`src/rtl/fxa_pkg.sv`:
```
// Package for the fixed-point ALU with power and n-th root.
// Holds the operation codes and the default parameter values; no dependencies.
package fxa_pkg;

	localparam int unsigned DEF_SCALE          = 1000;
	localparam int unsigned DEF_MAX_ROOT_STEPS = 64;

	typedef enum logic [2:0] {
		OP_ADD  = 3'd0,
		OP_SUB  = 3'd1,
		OP_MUL  = 3'd2,
		OP_DIV  = 3'd3,
		OP_POW  = 3'd4,
		OP_ROOT = 3'd5
	} op_t;

endpackage

```
`src/rtl/fxa_mul.sv`:
```
// Multi-cycle signed 32 x 32 multiplier, one 16 x 32 partial product a cycle.
// Depends on nothing.
module fxa_mul (
	input  logic               clk,
	input  logic               arst_n,
	input  logic               start,
	input  logic signed [31:0] a,
	input  logic signed [31:0] b,
	output logic               done,
	output logic signed [63:0] prod
);

	logic               busy_q;
	logic               phase_q;
	logic        [31:0] ma_q;
	logic        [31:0] mb_q;
	logic               neg_q;
	logic        [63:0] acc_q;
	logic        [48:0] part;

	assign part = {1'b0, (phase_q ? ma_q[31:16] : ma_q[15:0])} * {17'd0, mb_q};

	always_ff @(posedge clk or negedge arst_n) begin
		if (!arst_n) begin
			busy_q  <= 1'b0;
			phase_q <= 1'b0;
			done    <= 1'b0;
		end else begin
			done <= 1'b0;
			if (start) begin
				busy_q  <= 1'b1;
				phase_q <= 1'b0;
			end else if (busy_q) begin
				phase_q <= 1'b1;
				if (phase_q) begin
					busy_q <= 1'b0;
					done   <= 1'b1;
				end
			end
		end
	end

	always_ff @(posedge clk) begin
		if (start) begin
			ma_q  <= a[31] ? 32'(-a) : 32'(a);
			mb_q  <= b[31] ? 32'(-b) : 32'(b);
			neg_q <= a[31] ^ b[31];
			acc_q <= 64'd0;
		end else if (busy_q) begin
			if (phase_q) begin
				acc_q <= acc_q + {part[47:0], 16'd0};
			end else begin
				acc_q <= acc_q + {15'd0, part};
			end
		end
	end

	assign prod = neg_q ? -$signed(acc_q) : $signed(acc_q);

endmodule

```
`src/rtl/fxa_div.sv`:
```
// Multi-cycle signed 64 / 64 restoring divider, one quotient bit a cycle.
// Truncates toward zero; the divisor is never zero here. No dependencies.
module fxa_div (
	input  logic               clk,
	input  logic               arst_n,
	input  logic               start,
	input  logic signed [63:0] num,
	input  logic signed [63:0] den,
	output logic               done,
	output logic signed [63:0] quot
);

	logic        busy_q;
	logic [5:0]  cnt_q;
	logic [63:0] q_q;
	logic [63:0] r_q;
	logic [63:0] d_q;
	logic        neg_q;
	logic [64:0] trial;

	assign trial = {r_q, q_q[63]} - {1'b0, d_q};

	always_ff @(posedge clk or negedge arst_n) begin
		if (!arst_n) begin
			busy_q <= 1'b0;
			cnt_q  <= '0;
			done   <= 1'b0;
		end else begin
			done <= 1'b0;
			if (start) begin
				busy_q <= 1'b1;
				cnt_q  <= '0;
			end else if (busy_q) begin
				cnt_q <= cnt_q + 6'd1;
				if (cnt_q == 6'd63) begin
					busy_q <= 1'b0;
					done   <= 1'b1;
				end
			end
		end
	end

	always_ff @(posedge clk) begin
		if (start) begin
			q_q   <= num[63] ? 64'(-num) : 64'(num);
			d_q   <= den[63] ? 64'(-den) : 64'(den);
			r_q   <= 64'd0;
			neg_q <= num[63] ^ den[63];
		end else if (busy_q) begin
			if (!trial[64]) begin
				r_q <= trial[63:0];
				q_q <= {q_q[62:0], 1'b1};
			end else begin
				r_q <= {r_q[62:0], q_q[63]};
				q_q <= {q_q[62:0], 1'b0};
			end
		end
	end

	assign quot = neg_q ? -$signed(q_q) : $signed(q_q);

endmodule

```
`src/rtl/fixed_point_alu_pow_root_core.sv`:
```
// Top level of the fixed-point ALU with integer power and Newton n-th root.
// Uses fxa_pkg, the shared multiplier fxa_mul and the shared divider fxa_div.
//
// One transaction is handled at a time, and in_ready is low while it is at work. Add and
// subtract present their result in the cycle after the transaction is taken. Divide runs
// the serial divider. Multiply runs the two-pass multiplier, then a division by the scale.
// Power does one multiply and scale division per unit of exponent magnitude, plus a
// reciprocal when the exponent is negative. Root first takes the reciprocal of the degree
// n, then runs Newton steps of n-1 multiplies, a division and two more multiplies each,
// for up to MAX_ROOT_STEPS steps, plus a reciprocal for a negative exponent. The result is
// held in an output register until it is taken.
module fixed_point_alu_pow_root_core
	import fxa_pkg::*;
#(
	parameter int unsigned SCALE          = DEF_SCALE,
	parameter int unsigned MAX_ROOT_STEPS = DEF_MAX_ROOT_STEPS
) (
	input  logic               clk,
	input  logic               arst_n,
	input  logic               in_valid,
	output logic               in_ready,
	input  logic        [2:0]  mode,
	input  logic signed [31:0] operand_a,
	input  logic signed [31:0] operand_b,
	input  logic signed [7:0]  exponent,
	input  logic signed [31:0] error_value,
	output logic               out_valid,
	input  logic               out_ready,
	output logic signed [31:0] result,
	output logic               error,
	output logic               step_limit_hit
);

	localparam int unsigned SW = $clog2(MAX_ROOT_STEPS + 1);
	localparam logic signed [31:0] ONE     = 32'(SCALE);
	localparam logic signed [63:0] SCALE64 = 64'(SCALE);
	localparam logic signed [63:0] ONE_NUM = SCALE64 * SCALE64;

	typedef enum logic [6:0] {
		S_IDLE  = 7'b0000001,
		S_MULW  = 7'b0000010,
		S_DIVW  = 7'b0000100,
		S_PLOOP = 7'b0001000,
		S_RPOW  = 7'b0010000,
		S_LINW  = 7'b0100000,
		S_OUT   = 7'b1000000
	} state_t;

	// Where a returning quotient goes.
	typedef enum logic [5:0] {
		T_RES  = 6'b000001,
		T_POW  = 6'b000010,
		T_INV  = 6'b000100,
		T_RPOW = 6'b001000,
		T_RQ   = 6'b010000,
		T_RFIN = 6'b100000
	} dret_t;

	state_t state_q;
	dret_t  dret_q;

	logic signed [31:0] a_q;
	logic        [7:0]  mag_q;
	logic               neg_q;
	logic signed [31:0] x_q;
	logic signed [31:0] r_q;
	logic signed [31:0] q_q;
	logic signed [31:0] inv_q;
	logic        [7:0]  cnt_q;
	logic      [SW-1:0] steps_q;

	logic               mul_start_q;
	logic signed [31:0] mul_a_q;
	logic signed [31:0] mul_b_q;
	logic               mul_done;
	logic signed [63:0] mul_p;
	logic               div_start_q;
	logic signed [63:0] div_n_q;
	logic signed [63:0] div_d_q;
	logic               div_done;
	logic signed [63:0] div_q;

	logic        [7:0]  in_mag;
	logic               root_bad;
	logic        [7:0]  mag_m1;
	logic      [SW-1:0] steps_nx;
	logic signed [31:0] div_w;
	logic signed [31:0] mul_w;

	fxa_mul u_mul (
		.clk(clk), .arst_n(arst_n), .start(mul_start_q), .a(mul_a_q), .b(mul_b_q),
		.done(mul_done), .prod(mul_p)
	);

	fxa_div u_div (
		.clk(clk), .arst_n(arst_n), .start(div_start_q), .num(div_n_q), .den(div_d_q),
		.done(div_done), .quot(div_q)
	);

	assign in_ready  = (state_q == S_IDLE);
	assign out_valid = (state_q == S_OUT);
	assign in_mag    = exponent[7] ? 8'(-exponent) : 8'(exponent);
	assign root_bad  = (in_mag == 8'd0) || (operand_a[31] && !in_mag[0]);
	assign mag_m1    = mag_q - 8'd1;
	assign steps_nx  = steps_q + SW'(1);
	assign div_w     = div_q[31:0];
	assign mul_w     = mul_p[31:0];

	always_ff @(posedge clk or negedge arst_n) begin
		if (!arst_n) begin
			state_q        <= S_IDLE;
			dret_q         <= T_RES;
			a_q            <= '0;
			mag_q          <= '0;
			neg_q          <= 1'b0;
			x_q            <= '0;
			r_q            <= '0;
			q_q            <= '0;
			inv_q          <= '0;
			cnt_q          <= '0;
			steps_q        <= '0;
			mul_start_q    <= 1'b0;
			mul_a_q        <= '0;
			mul_b_q        <= '0;
			div_start_q    <= 1'b0;
			div_n_q        <= '0;
			div_d_q        <= '0;
			result         <= '0;
			error          <= 1'b0;
			step_limit_hit <= 1'b0;
		end else begin
			mul_start_q <= 1'b0;
			div_start_q <= 1'b0;
			unique case (state_q)
				S_IDLE: if (in_valid) begin
					a_q            <= operand_a;
					mag_q          <= in_mag;
					neg_q          <= exponent[7];
					result         <= 32'sd0;
					error          <= 1'b0;
					step_limit_hit <= 1'b0;
					dret_q         <= T_RES;
					unique case (mode)
						OP_ADD: begin
							result  <= operand_a + operand_b;
							state_q <= S_OUT;
						end
						OP_SUB: begin
							result  <= operand_a - operand_b;
							state_q <= S_OUT;
						end
						OP_MUL: begin
							mul_a_q     <= operand_a;
							mul_b_q     <= operand_b;
							mul_start_q <= 1'b1;
							state_q     <= S_MULW;
						end
						OP_DIV: begin
							if (operand_b == 32'sd0) begin
								result  <= error_value;
								error   <= 1'b1;
								state_q <= S_OUT;
							end else begin
								div_n_q     <= 64'(operand_a) * SCALE64;
								div_d_q     <= 64'(operand_b);
								div_start_q <= 1'b1;
								state_q     <= S_DIVW;
							end
						end
						OP_POW: begin
							r_q     <= ONE;
							cnt_q   <= in_mag;
							state_q <= S_PLOOP;
						end
						OP_ROOT: begin
							if (root_bad) begin
								result  <= error_value;
								error   <= 1'b1;
								state_q <= S_OUT;
							end else begin
								x_q         <= ONE;
								steps_q     <= '0;
								div_n_q     <= SCALE64;
								div_d_q     <= {56'd0, in_mag};
								dret_q      <= T_INV;
								div_start_q <= 1'b1;
								state_q     <= S_DIVW;
							end
						end
						default: state_q <= S_OUT;
					endcase
				end
				S_MULW: if (mul_done) begin
					div_n_q     <= mul_p;
					div_d_q     <= SCALE64;
					div_start_q <= 1'b1;
					state_q     <= S_DIVW;
				end
				S_LINW: if (mul_done) begin
					mul_a_q     <= inv_q;
					mul_b_q     <= mul_w + q_q;
					mul_start_q <= 1'b1;
					dret_q      <= T_RFIN;
					state_q     <= S_MULW;
				end
				S_PLOOP: begin
					if (cnt_q != 8'd0) begin
						mul_a_q     <= r_q;
						mul_b_q     <= a_q;
						cnt_q       <= cnt_q - 8'd1;
						mul_start_q <= 1'b1;
						dret_q      <= T_POW;
						state_q     <= S_MULW;
					end else if (neg_q && r_q != 32'sd0) begin
						div_n_q     <= ONE_NUM;
						div_d_q     <= 64'(r_q);
						div_start_q <= 1'b1;
						dret_q      <= T_RES;
						state_q     <= S_DIVW;
					end else begin
						result  <= neg_q ? 32'sd0 : r_q;
						state_q <= S_OUT;
					end
				end
				S_RPOW: begin
					if (cnt_q != 8'd0) begin
						mul_a_q     <= r_q;
						mul_b_q     <= x_q;
						cnt_q       <= cnt_q - 8'd1;
						mul_start_q <= 1'b1;
						dret_q      <= T_RPOW;
						state_q     <= S_MULW;
					end else if (r_q != 32'sd0) begin
						div_n_q     <= 64'(a_q) * SCALE64;
						div_d_q     <= 64'(r_q);
						div_start_q <= 1'b1;
						dret_q      <= T_RQ;
						state_q     <= S_DIVW;
					end else begin
						q_q         <= 32'sd0;
						mul_a_q     <= x_q;
						mul_b_q     <= {24'd0, mag_m1};
						mul_start_q <= 1'b1;
						state_q     <= S_LINW;
					end
				end
				S_DIVW: if (div_done) begin
					unique case (dret_q)
						T_RES: begin
							result  <= div_w;
							state_q <= S_OUT;
						end
						T_POW: begin
							r_q     <= div_w;
							state_q <= S_PLOOP;
						end
						T_INV: begin
							inv_q   <= div_w;
							r_q     <= ONE;
							cnt_q   <= mag_m1;
							state_q <= S_RPOW;
						end
						T_RPOW: begin
							r_q     <= div_w;
							state_q <= S_RPOW;
						end
						T_RQ: begin
							q_q         <= div_w;
							mul_a_q     <= x_q;
							mul_b_q     <= {24'd0, mag_m1};
							mul_start_q <= 1'b1;
							state_q     <= S_LINW;
						end
						T_RFIN: begin
							x_q     <= div_w;
							steps_q <= steps_nx;
							if (div_w != x_q && steps_nx < SW'(MAX_ROOT_STEPS)) begin
								r_q     <= ONE;
								cnt_q   <= mag_m1;
								state_q <= S_RPOW;
							end else begin
								step_limit_hit <= (div_w != x_q);
								if (!neg_q) begin
									result  <= div_w;
									state_q <= S_OUT;
								end else if (div_w == 32'sd0) begin
									result  <= 32'sd0;
									state_q <= S_OUT;
								end else begin
									div_n_q     <= ONE_NUM;
									div_d_q     <= 64'(div_w);
									div_start_q <= 1'b1;
									dret_q      <= T_RES;
									state_q     <= S_DIVW;
								end
							end
						end
						default: state_q <= S_IDLE;
					endcase
				end
				S_OUT: if (out_ready) state_q <= S_IDLE;
				default: state_q <= S_IDLE;
			endcase
		end
	end

`ifndef NO_ASSERTIONS
	a_out_hold: assert property (@(posedge clk) disable iff (!arst_n)
		out_valid && !out_ready |=> out_valid && $stable(result))
		else $error("result changed while waiting");
	a_busy: assert property (@(posedge clk) disable iff (!arst_n)
		!(in_ready && out_valid))
		else $error("ready while a result is pending");
	a_err_flags: assert property (@(posedge clk) disable iff (!arst_n)
		out_valid |-> !(error && step_limit_hit))
		else $error("both flags raised");
`endif

endmodule
```
`config.mk`:
```
export PLATFORM = sky130hd
export DESIGN_NAME = fixed_point_alu_pow_root_core
export DESIGN_NICKNAME = d
export VERILOG_FILES = /design/src/rtl/fxa_pkg.sv /design/src/rtl/fxa_mul.sv /design/src/rtl/fxa_div.sv /design/src/rtl/fixed_point_alu_pow_root_core.sv
export SDC_FILE = /design/constraint.sdc
export NUM_CORES = 2
export LEC_CHECK = 0
export BUFFER_PORTS_ARGS = -buffer_cell sky130_fd_sc_hd__buf_2
export CORE_MARGIN = 1
export CORE_UTILIZATION = 65
export DETAILED_ROUTE_END_ITERATION = 12
export HOLD_SLACK_MARGIN = 0.05
export PLACE_DENSITY = 0.85
export SLEW_MARGIN = 20
export SYNTH_ARGS = -nofsm -noshare
export SYNTH_HDL_FRONTEND = slang
export SYNTH_HIERARCHICAL = 1
export SYNTH_SLANG_ARGS = --single-unit
```
`constraint.sdc`:
```
create_clock -name clk -period 10.35 [get_ports clk]
set_clock_uncertainty 0.05 [all_clocks]
set_input_delay 1.5525 -clock clk [delete_from_list [all_inputs] [get_ports clk]]
set_output_delay 1.5525 -clock clk [all_outputs]
set_load 0.02 [all_outputs]
```
==> impl_metrics.prom <==
# TYPE chip_impl_metric gauge
chip_impl_info{name="outcome",value="finished, violations left"} 1
chip_impl_info{name="failing_checks",value="DRC"} 1
chip_impl_metric{name="timing.critical_path.slowest_cell_delay",unit="ns"} 0.60
chip_impl_metric{name="critPathBufInv",unit=""} 6
chip_impl_metric{name="htree_num_levels",unit=""} 3
chip_impl_metric{name="hold_viol",unit=""} 0
chip_impl_metric{name="fillers",unit=""} 9339
chip_impl_metric{name="final-setup-viol-count",unit=""} 0
chip_impl_metric{name="maximum_number_of_pins_on_one_net_before_global_route_repair",unit=""} 95
chip_impl_metric{name="rel_slew_slack",unit="%"} 14.5
chip_impl_metric{name="postSynthCellCount",unit=""} 9435
chip_impl_metric{name="wire_per_inst",unit="um"} 25.8
chip_impl_metric{name="die_w",unit="um"} 353
chip_impl_info{name="critical_path.top_delay_family",value="adder cells"} 1
chip_impl_metric{name="fraction_of_final_layout_cells_sized_beyond_drive_strength_1",unit="%"} 6.33
chip_impl_metric{name="finalSetupTns",unit="ns"} 0
chip_impl_metric{name="die_h",unit="um"} 353
chip_impl_metric{name="placement.io_buffers",unit=""} 146
chip_impl_metric{name="tritoncts_num_sinks",unit=""} 726
chip_impl_metric{name="synth.net_count",unit=""} 10788
chip_impl_metric{name="critical_path_arrival",unit="ns"} 10.49
chip_impl_metric{name="route.antenna.remaining_nets",unit=""} 0
chip_impl_metric{name="timing.final.crit_period",unit="ns"} 9.99
chip_impl_metric{name="timing.final.crit_share",unit="%"} 96.5
chip_impl_metric{name="area_delta_synth_final",unit="%"} 6.61
chip_impl_metric{name="placed_area",unit="mm2"} 0.0821
chip_impl_info{name="cpMaxStageDelayCell",value="sky130_fd_sc_hd__dfrtp_4"} 1
chip_impl_metric{name="wl",unit="um"} 285000
chip_impl_metric{name="grtUsageTotal",unit="%"} 45.3
chip_impl_metric{name="routabilityCongestion",unit=""} 1.08
chip_impl_info{name="setup.worst_path.class",value="flip-flop to flip-flop"} 1
chip_impl_metric{name="boundaryPins",unit=""} 147
chip_impl_metric{name="fin_nets",unit=""} 10698
chip_impl_info{name="startpoint_type",value="flip-flop"} 1
chip_impl_metric{name="clkLatencyLatePin",unit="ns"} 0.74
chip_impl_metric{name="layout.area.seq",unit="mm2"} 0.0185
chip_impl_metric{name="tightest_slew",unit="ns"} 1.27
chip_impl_metric{name="maxCapViolCount",unit=""} 0
chip_impl_info{name="worstHoldPathType",value="flip-flop to flip-flop"} 1
chip_impl_metric{name="drt_first_iter_violations",unit=""} 9374
chip_impl_metric{name="start_util",unit="%"} 65.6
chip_impl_info{name="cts_root_buf",value="sky130_fd_sc_hd__clkbuf_16"} 1
chip_impl_metric{name="mappedNetlistArea",unit="mm2"} 0.0800
chip_impl_metric{name="number_of_iterations_in_the_first_detailed_routing_pass",unit=""} 13
chip_impl_metric{name="placement_rows",unit=""} 128
chip_impl_metric{name="final_core_area_utilization",unit="%"} 70.0
chip_impl_metric{name="dpl.hpwl",unit="um"} 220000
chip_impl_metric{name="finalMaxSlewViolations",unit=""} 0
chip_impl_metric{name="grt_pass1_vias",unit=""} 72011
chip_impl_info{name="cts_tree",value="yes"} 1
chip_impl_metric{name="critPathMaxFanout",unit=""} 19
chip_impl_metric{name="grt_pass1_wl",unit="um"} 431000
chip_impl_metric{name="grt_remaining_overflow",unit=""} 0
chip_impl_metric{name="placeableCoreArea",unit="mm2"} 0.122
chip_impl_metric{name="grt_antenna_before_repair",unit=""} 18
chip_impl_metric{name="final_area",unit="mm2"} 0.0853
chip_impl_info{name="critical_path_capture_point_type",value="flip-flop"} 1
chip_impl_metric{name="drt_drc_violations_left",unit=""} 1
chip_impl_metric{name="critical_path_required",unit="ns"} 10.85
chip_impl_metric{name="clk_pin_slew_worst_paths",unit="ns"} 0.06
chip_impl_metric{name="synthesis.area_per_instance",unit="um2"} 8.48
chip_impl_metric{name="synth_warnings",unit=""} 6
chip_impl_metric{name="vias",unit=""} 73499
chip_impl_metric{name="drt-vias-per-instance",unit=""} 6.65
chip_impl_metric{name="tritoncts.num_buffers",unit=""} 87
chip_impl_metric{name="ctsLongestPathBuffers",unit=""} 3
chip_impl_metric{name="ctsHoldBuffers",unit=""} 0
chip_impl_metric{name="fp.dieArea",unit="mm2"} 0.124
chip_impl_metric{name="max_freq",unit="GHz"} 0.100
chip_impl_metric{name="multiInputGateArea",unit="mm2"} 0.0550
chip_impl_info{name="crit_path_frequent_cell",value="sky130_fd_sc_hd__fa_1"} 1
layer usage:
layer	GRT usage, %	routed length [um]	up-vias
met2	70.2	126000	4688
li1	-	-	32068
met3	10.5	32300	1046
met1	57.6	105000	35683
met4	28.2	21400	14
met5	0	80	-
area by class of cell:
class / count / area share, %
Inverter: 1312 / 5.78
Clock inverter: 52 / 0.767
Multi-Input combinational cell: 6948 / 64.5
Sequential cell: 726 / 21.7
Tap cell: 1625 / 2.38
Timing Repair Buffer: 270 / 1.99
Clock buffer: 112 / 2.80
Antenna cell: 13 / 0.0381
flip-flops by register name, indices dropped and copies added (netlist names), 32 cells and up:
signal and flops:
div_n_q 64, u_div/d_q 64, u_div/q_q 64, u_div/r_q 64
u_mul/acc_q 64, a_q 32, div_d_q 32, inv_q 32
mul_a_q 32, mul_b_q 32, q_q 32, r_q 32
result 32, u_mul/ma_q 32, u_mul/mb_q 32, x_q 32
worst register-to-register path: cells and delay by family, from the launching register on:
family | cells | cell delay [ns]
compound gates | 13 | 2.53
xor+xnor | 1 | 0.25
fa+ha+maj | 8 | 3.88
buf+inv | 6 | 0.89
flops | 1 | 0.60
mux | 1 | 0.38
simple gates | 7 | 1.25
placed cells by master, fill, tap and decap left out, drive strengths merged, types with 104 or more instances in the layout:
| cell type | n |
|---|---|
| a31oi | 139 |
| nand3 | 104 |
| edfxtp | 194 |
| o31ai | 115 |
| dfrtp | 402 |
| a21o | 199 |
| dfxtp | 128 |
| buf | 269 |
| ha | 574 |
| inv | 1320 |
| nand2 | 1167 |
| xnor2 | 435 |
| a21oi | 551 |
| and2 | 220 |
| xor2 | 195 |
| fa | 668 |
| clkbuf | 113 |
| nor3 | 114 |
| nor2 | 574 |
| o21ai | 514 |
per-stage QoR:
stage,hold WS (ns),cells,setup slack (ns)
6_report,0.436,11058,0.364
5_1_grt,0.454,11047,-0.110
4_1_cts,0.437,11042,0.00754
3_5_place_dp,0.419,10878,0.0110
3_3_place_gp,0.412,10878,0.230
2_1_floorplan,0.397,9435,1.07
repair_timing:
item / CTS / global route
pin swaps: 0 / 1
cloned: 0 / 0
buffers inserted: 0 / 1
gates resized for setup: 1 / 19
setup endpoints to repair: 1 / 21
final timing paths:
| path | from | cells past startpoint | endpoint | slack (ns) |
|---|---|---|---|---|
| max | u_mul/phase_q | 36 | u_mul/acc_q[62] | 0.36 |
| min | u_div/r_q[39] | 2 | u_div/r_q[39] | 0.44 |
| max reg2reg | u_mul/phase_q | 36 | u_mul/acc_q[62] | 0.36 |
| min reg2reg | u_div/r_q[39] | 2 | u_div/r_q[39] | 0.44 |
| max in group asynchronous | arst_n | 3 | div_n_q[63] | 7.23 |
| min in group asynchronous | arst_n | 1 | result[12] | 0.79 |
Power is left out: the tool's default activity adds up to more than one toggle a clock period on the data nets, which glitch-free logic cannot reach.
